--- config.mk ---
export PLATFORM = sky130hd
export DESIGN_NAME = lri_div_pipe
export DESIGN_NICKNAME = d
export VERILOG_FILES = /design/src/sv/lri_pkg.sv /design/src/sv/lri_div_pipe.sv
export SDC_FILE = /design/constraint.sdc
export NUM_CORES = 2
export LEC_CHECK = 0
export BUFFER_PORTS_ARGS = -buffer_cell sky130_fd_sc_hd__buf_4
export CAP_MARGIN = 10
export CORE_MARGIN = 3
export CORE_UTILIZATION = 35
export CTS_CLUSTER_SIZE = 40
export DETAILED_ROUTE_END_ITERATION = 10
export SLEW_MARGIN = 10
export SYNTH_ARGS = -nofsm -noshare
export SYNTH_HDL_FRONTEND = slang
export SYNTH_SLANG_ARGS = --single-unit
export TNS_END_PERCENT = 5
--- constraint.sdc ---
create_clock -name clk -period 3.4 [get_ports clk]
set_input_delay 0.34 -clock clk [delete_from_list [all_inputs] [get_ports clk]]
set_output_delay 0.34 -clock clk [all_outputs]
set_load 0.02 [all_outputs]
--- src/sv/lri_pkg.sv ---
// Shared types, widths and helpers for the line/rectangle intersection core.
package lri_pkg;

	localparam int FRAC_W = 16;
	localparam int DIV_W  = 47;
	localparam int DEN_W  = 16;
	localparam logic [40:0] FAR_SCALE = 41'd100;
	localparam logic [40:0] FAR_LIMIT = 41'h100000000;

	typedef struct packed {
		logic signed [15:0] rect_left_x;
		logic signed [15:0] rect_bottom_y;
		logic signed [15:0] rect_right_x;
		logic signed [15:0] rect_top_y;
		logic signed [31:0] line_base_x;
		logic signed [31:0] line_base_y;
		logic signed [15:0] line_dir_x;
		logic signed [15:0] line_dir_y;
	} line_item_t;

	typedef struct packed {
		logic               found;
		logic signed [15:0] first_x;
		logic signed [15:0] first_y;
		logic signed [15:0] second_x;
		logic signed [15:0] second_y;
	} hit_item_t;

	typedef struct packed {
		logic signed [31:0] x;
		logic signed [31:0] y;
	} pt_t;

	function automatic logic [15:0] to_pix(logic signed [31:0] q);
		logic [15:0] hi;
		hi = q[31:16];
		if (q[31] && (q[15:0] != 16'h0))
			hi = hi + 16'd1;
		return hi;
	endfunction

endpackage

--- src/sv/lri_div_pipe.sv ---
// Pipelined unsigned restoring divider, one quotient bit per stage.
module lri_div_pipe (
	input  logic                        clk,
	input  logic                        en,
	input  logic [lri_pkg::DIV_W-1:0]   dividend,
	input  logic [lri_pkg::DEN_W-1:0]   divisor,
	output logic [lri_pkg::DIV_W-1:0]   quotient
);
	import lri_pkg::*;

	logic [DIV_W-1:0] rq_q  [DIV_W];
	logic [DEN_W-1:0] rem_q [DIV_W];
	logic [DEN_W-1:0] dv_q  [DIV_W];

	genvar i;
	generate
		for (i = 0; i < DIV_W; i++) begin : g_st
			logic [DIV_W-1:0] rq_in;
			logic [DEN_W-1:0] rem_in;
			logic [DEN_W-1:0] dv_in;
			logic [DEN_W:0]   trial;
			logic [DEN_W:0]   diff;
			logic             ge;
			if (i == 0) begin : g_first
				assign rq_in  = dividend;
				assign rem_in = '0;
				assign dv_in  = divisor;
			end else begin : g_next
				assign rq_in  = rq_q[i-1];
				assign rem_in = rem_q[i-1];
				assign dv_in  = dv_q[i-1];
			end
			assign trial = {rem_in, rq_in[DIV_W-1]};
			assign diff  = trial - {1'b0, dv_in};
			assign ge    = trial >= {1'b0, dv_in};
			always_ff @(posedge clk) begin
				if (en) begin
					rq_q[i]  <= {rq_in[DIV_W-2:0], ge};
					rem_q[i] <= ge ? diff[DEN_W-1:0] : trial[DEN_W-1:0];
					dv_q[i]  <= dv_in;
				end
			end
		end
	endgenerate

	assign quotient = rq_q[DIV_W-1];

endmodule

==> After elaboration in Yosys (flattened, before gate mapping) <==
Memories as Yosys holds them, arrays and structs flattened.
Cells that the tools add are included.
{ "op_classes": {"muxes": 49, "n_lt_le_gt_ge": 47, "n_addsub": 47} }
{ "op_table": {"columns": ["cell", "n"], "rows": [
  ["$ge A17 B16 Y1", 46],
  ["$mux W16", 47],
  ["$sub A16 B16 Y16", 46],
  ["$ge A1 B16 Y1", 1],
  ["$sub A1 B16 Y16", 1],
  ["$mux W1", 2]
]} }
{ "totals": {"word_cells": 146, "memories": 3, "register_bits": 0, "ram_bits": 3713, "input_bits": 65, "output_inout_bits": 47} }
{ "mem_list": {"columns": ["name", "words", "width", "read_ports", "rd_clocked_by_memory_dff", "write_ports", "line_no", "text"], "rows": [
  ["rq_q", 47, 47, 47, 0, 47, "lri_div_pipe.sv:11", "logic [DIV_W-1:0] rq_q [DIV_W];"],
  ["dv_q", 47, 16, 46, 0, 47, "lri_div_pipe.sv:13", "logic [DEN_W-1:0] dv_q [DIV_W];"],
  ["rem_q", 47, 16, 46, 0, 47, "lri_div_pipe.sv:12", "logic [DEN_W-1:0] rem_q [DIV_W];"]
]} }

==> Longest topological paths before layout <==
An unclocked memory read counts as a cell.
{ "depth": {"ltp_word": 3, "mapped_depth": 14, "mapped_depth_nobuf": 12} }

==> Worst setup path after synthesis <==
OpenSTA, ideal clock, no wires.
{ "synth_path": {"path_kind": "register to register", "start": "memory dv_q[11][1], in the netlist dv_q[0][177]", "end": "memory rem_q[12][8], in the netlist rem_q[0][200], data pin", "period_less_slack_ns": 3.207, "arrival_time_ns": 2.944, "stages_incl_launch_ff": 13, "required_time_ns": 3.138, "setup_slack_ns": 0.193, "setup_ns": 0.262, "path_cell_list": "edfxtp_1 -> inv_1 -> ha_1 -> nor2b_1 -> o21ai_0 -> a21oi_1 -> o41a_1 -> o21ai_2 -> a21o_1 -> a221oi_2 -> a2111oi_4 -> buf_6 -> mux2_1"} }
{ "synth_rtl": {"columns": ["item", "line_no"], "rows": [
  ["from (decl)", "lri_div_pipe.sv:13"],
  ["to (decl)", "lri_div_pipe.sv:12"]
]} }

==> results.py <==
metrics = {
    "sta": {
        "timing.final.crit_period_ps": 3270,
        "fin_hold_ws_ps": 108,
        "setup_viol": 0,
        "slew_headroom_pct": 46.6,
        "fmax_ghz": 0.306,
        "slew_violations": 0,
        "timing.final.crit_share_pct": 96.3,
        "tightest_slew_ps": 802,
        "finalClockSkew_ps": 64.2,
        "finalHoldViolations": 0,
    },
    "cells_and_area": {
        "fin_cells": 16600,
        "finalCoreUtilization_pct": 40.7,
        "drive_gt1_share_pct": 12.3,
        "nets": 11400,
        "area_growth_pct": 15.6,
    },
    "floorplan": {
        "fp-row-count": 242,
        "start_util_pct": 35.2,
        "core_mm2": 0.435,
        "dieArea_mm2": 0.445,
        "fp.dieH_um": 667,
        "die_w_um": 667,
        "io_pins": 112,
    },
    "grt": {
        "grt_pass1_wl_um": 441000,
        "grt.total_usage_pct": 12.1,
        "antenna_found_initial": 2,
        "grt_max_degree": 134,
        "grt_overflow": 0,
        "grt_pass1_vias": 81000,
    },
    "worst_setup_path": {
        "critPathMaxFanout": 16,
        "crit_path_end_kind": "register",
        "critical_path_required_ps": 4080,
        "crit_path_start_kind": "register",
        "path_class": "reg -> reg",
        "worstPathArrival_ps": 3950,
    },
    "cts": {
        "cts_buffer_depth": 4,
        "cts_buffers": 401,
        "cts_setup_buffers": 0,
        "htreeDepth": 5,
        "clk-insertion-delay-late_ps": 970,
        "cts_tree": "yes",
        "root_buffer": "clkbuf_16",
        "cts_num_sinks": 3681,
        "clk_pin_slew_worst_paths_ps": 60,
    },
    "synth": {
        "async_flop_share_pct": 0,
        "syn_area_per_cell_um2": 15.5,
        "ys_ff_latch": 3681,
        "yosys_warnings": 0,
        "synth_top_cell_by_area": "edfxtp_1",
        "syn_inst": 9872,
        "syn_nets": 10700,
        "synth_area_mm2": 0.153,
        "yosysSeqAreaShare_pct": 72.2,
        "yosysUniqueCellTypes": 85,
        "synthTopCellsByCount": "3,681 x edfxtp_1, 924 x inv_1, 738 x ha_1",
        "yosysMostFrequentCell": "edfxtp_1",
        "synth_ff_type": "edfxtp_1",
        "synth_area_leaders": "edfxtp_1 72%, ha_1 6.0%, mux2_2 2.5%, inv_1 2.3%, xnor2_1 2.0%",
        "synth_top_area_share_pct": 72.2,
        "synth_edf_count": 3681,
    },
    "routing": {
        "drc_errors": 0,
        "via_per_inst": 4.76,
        "drt-total-wl_um": 275000,
        "dr.pass1.iters": 8,
        "wl_per_cell_um": 16.6,
        "first_iter_violations": 5486,
        "detail-route-antenna-nets": 0,
        "num_vias": 79200,
    },
    "pwr": {
        "pwr-share-clk_pct": 27.7,
        "p_int_mw": 108,
        "p_sw_share_pct": 30.4,
        "finalPower_mw": 155,
        "p_leak_nw": 66.2,
        "sequentialPowerShare_pct": 41.8,
        "ir_drop_uv": 471,
        "p_comb_share_pct": 30.5,
        "p_per_area_mw_per_mm2": 875,
        "p_sw_mw": 47.0,
    },
    "placed_design": {
        "numPortBuffers": 111,
        "gp_congestion": 0.851,
        "dpl.cell_count": 15800,
        "hpwl_um": 186000,
    },
    "min_path": {
        "hp-class": "in -> reg",
    },
    "job": {
        "max_cap_viol_count": 0,
    },
    "status": {
        "outcome": "completed",
    },
}
-- cell type report --
cell class	count	area [um^2]
clock inverter	263	2730
antenna	3	7.51
multi-input combinational	5146	38700
sequential	3681	111000
timing repair buffer	397	3910
fill	39200	258000
clock buffer	474	10400
inverter	925	3470
tap	5734	7170
-- worst paths after layout --
kind	startpoint	end	slack, ps	cells past startpoint
setup / recovery	rem_q[1][176]	rem_q[1][196]	130	11
hold / removal	dividend[42]	rq_q[0][43]	110	2
setup reg to reg	rem_q[1][176]	rem_q[1][196]	130	11
hold reg to reg	rq_q[0][164]	rq_q[0][212]	360	0
-- cells in the final DEF (no fill, tap or decap), types with 122 or more instances in the layout --
cell       count
xor2_1       184
nand2_1      441
a21oi_1      518
nor2_1       440
clkbuf_16    406
ha_1         737
edfxtp_1    3681
o21ai_0      454
buf_4        264
xnor2_1      358
mux2_2       340
a21o_1       214
inv_1        924
nor2b_1      122
-- metal layers --
layer / share of wire [%] / wire length (um) / track usage, %
met3: 3.9 / 10700 / 1.82
met2: 49 / 134000 / 20.6
met5: 0 / 0 / 0
met4: 2.9 / 7960 / 3.87
met1: 45 / 123000 / 15.9
-- metrics by stage --
step           instance area (um^2)  setup TNS [ps]  setup WS (ps)
2_1_floorplan                153000               0            193
3_3_place_gp                 163000               0           51.1
3_5_place_dp                 163000               0           70.3
4_1_cts                      177000               0           1.55
5_1_grt                      177000           -21.0          -21.0
6_report                     177000               0            127
-- worst max-delay path, cell delays in order, from the launching register on --
cell,delay (ps)
edfxtp_1,430
ha_1,330
nor2b_1,170
o211ai_1,130
a311oi_1,440
o22a_1,270
nor4_1,80
nor2_1,180
a31oi_1,170
a31oi_2,260
buf_12,190
mux2_2,350
-- flip-flops by register name, summed over array words and instances, names as in the netlist --
name	count
rq_q	2209
dv_q	736
rem_q	736
-- timing repair --
item | 4_1_cts | 5_1_grt
gates resized for setup | 0 | 34
setup endpoints to repair | 0 | 205
hold endpoints to repair | 79 | 0
hold buffers | 73 | 0
-- cell families after synthesis --
family | count (synthesis) | share of synthesized area [%]
DFF | 3681 | 72.2
AOI/OAI and AO/OA | 1817 | 7.48
and+or+nand+nor | 1592 | 4.97
buffers and inverters | 1045 | 2.60
adders and majority gates | 783 | 6.62
xor gates and xnor gates | 542 | 3.10
muxes | 412 | 3.00
-- power by group through the flow --
stage | Sequential [mW] | Combinational, mW | Clock (mW)
after CTS | 64.9 | 47.2 | 44.6
after global placement | 65.7 | 45.6 | 0
after floorplan | 63.5 | 35.6 | 0
after global routing | 65.5 | 52.9 | 46.5
final | 64.7 | 47.3 | 42.9
after detailed placement | 65.8 | 46.7 | 0
Power figures use the tool's default switching activity.
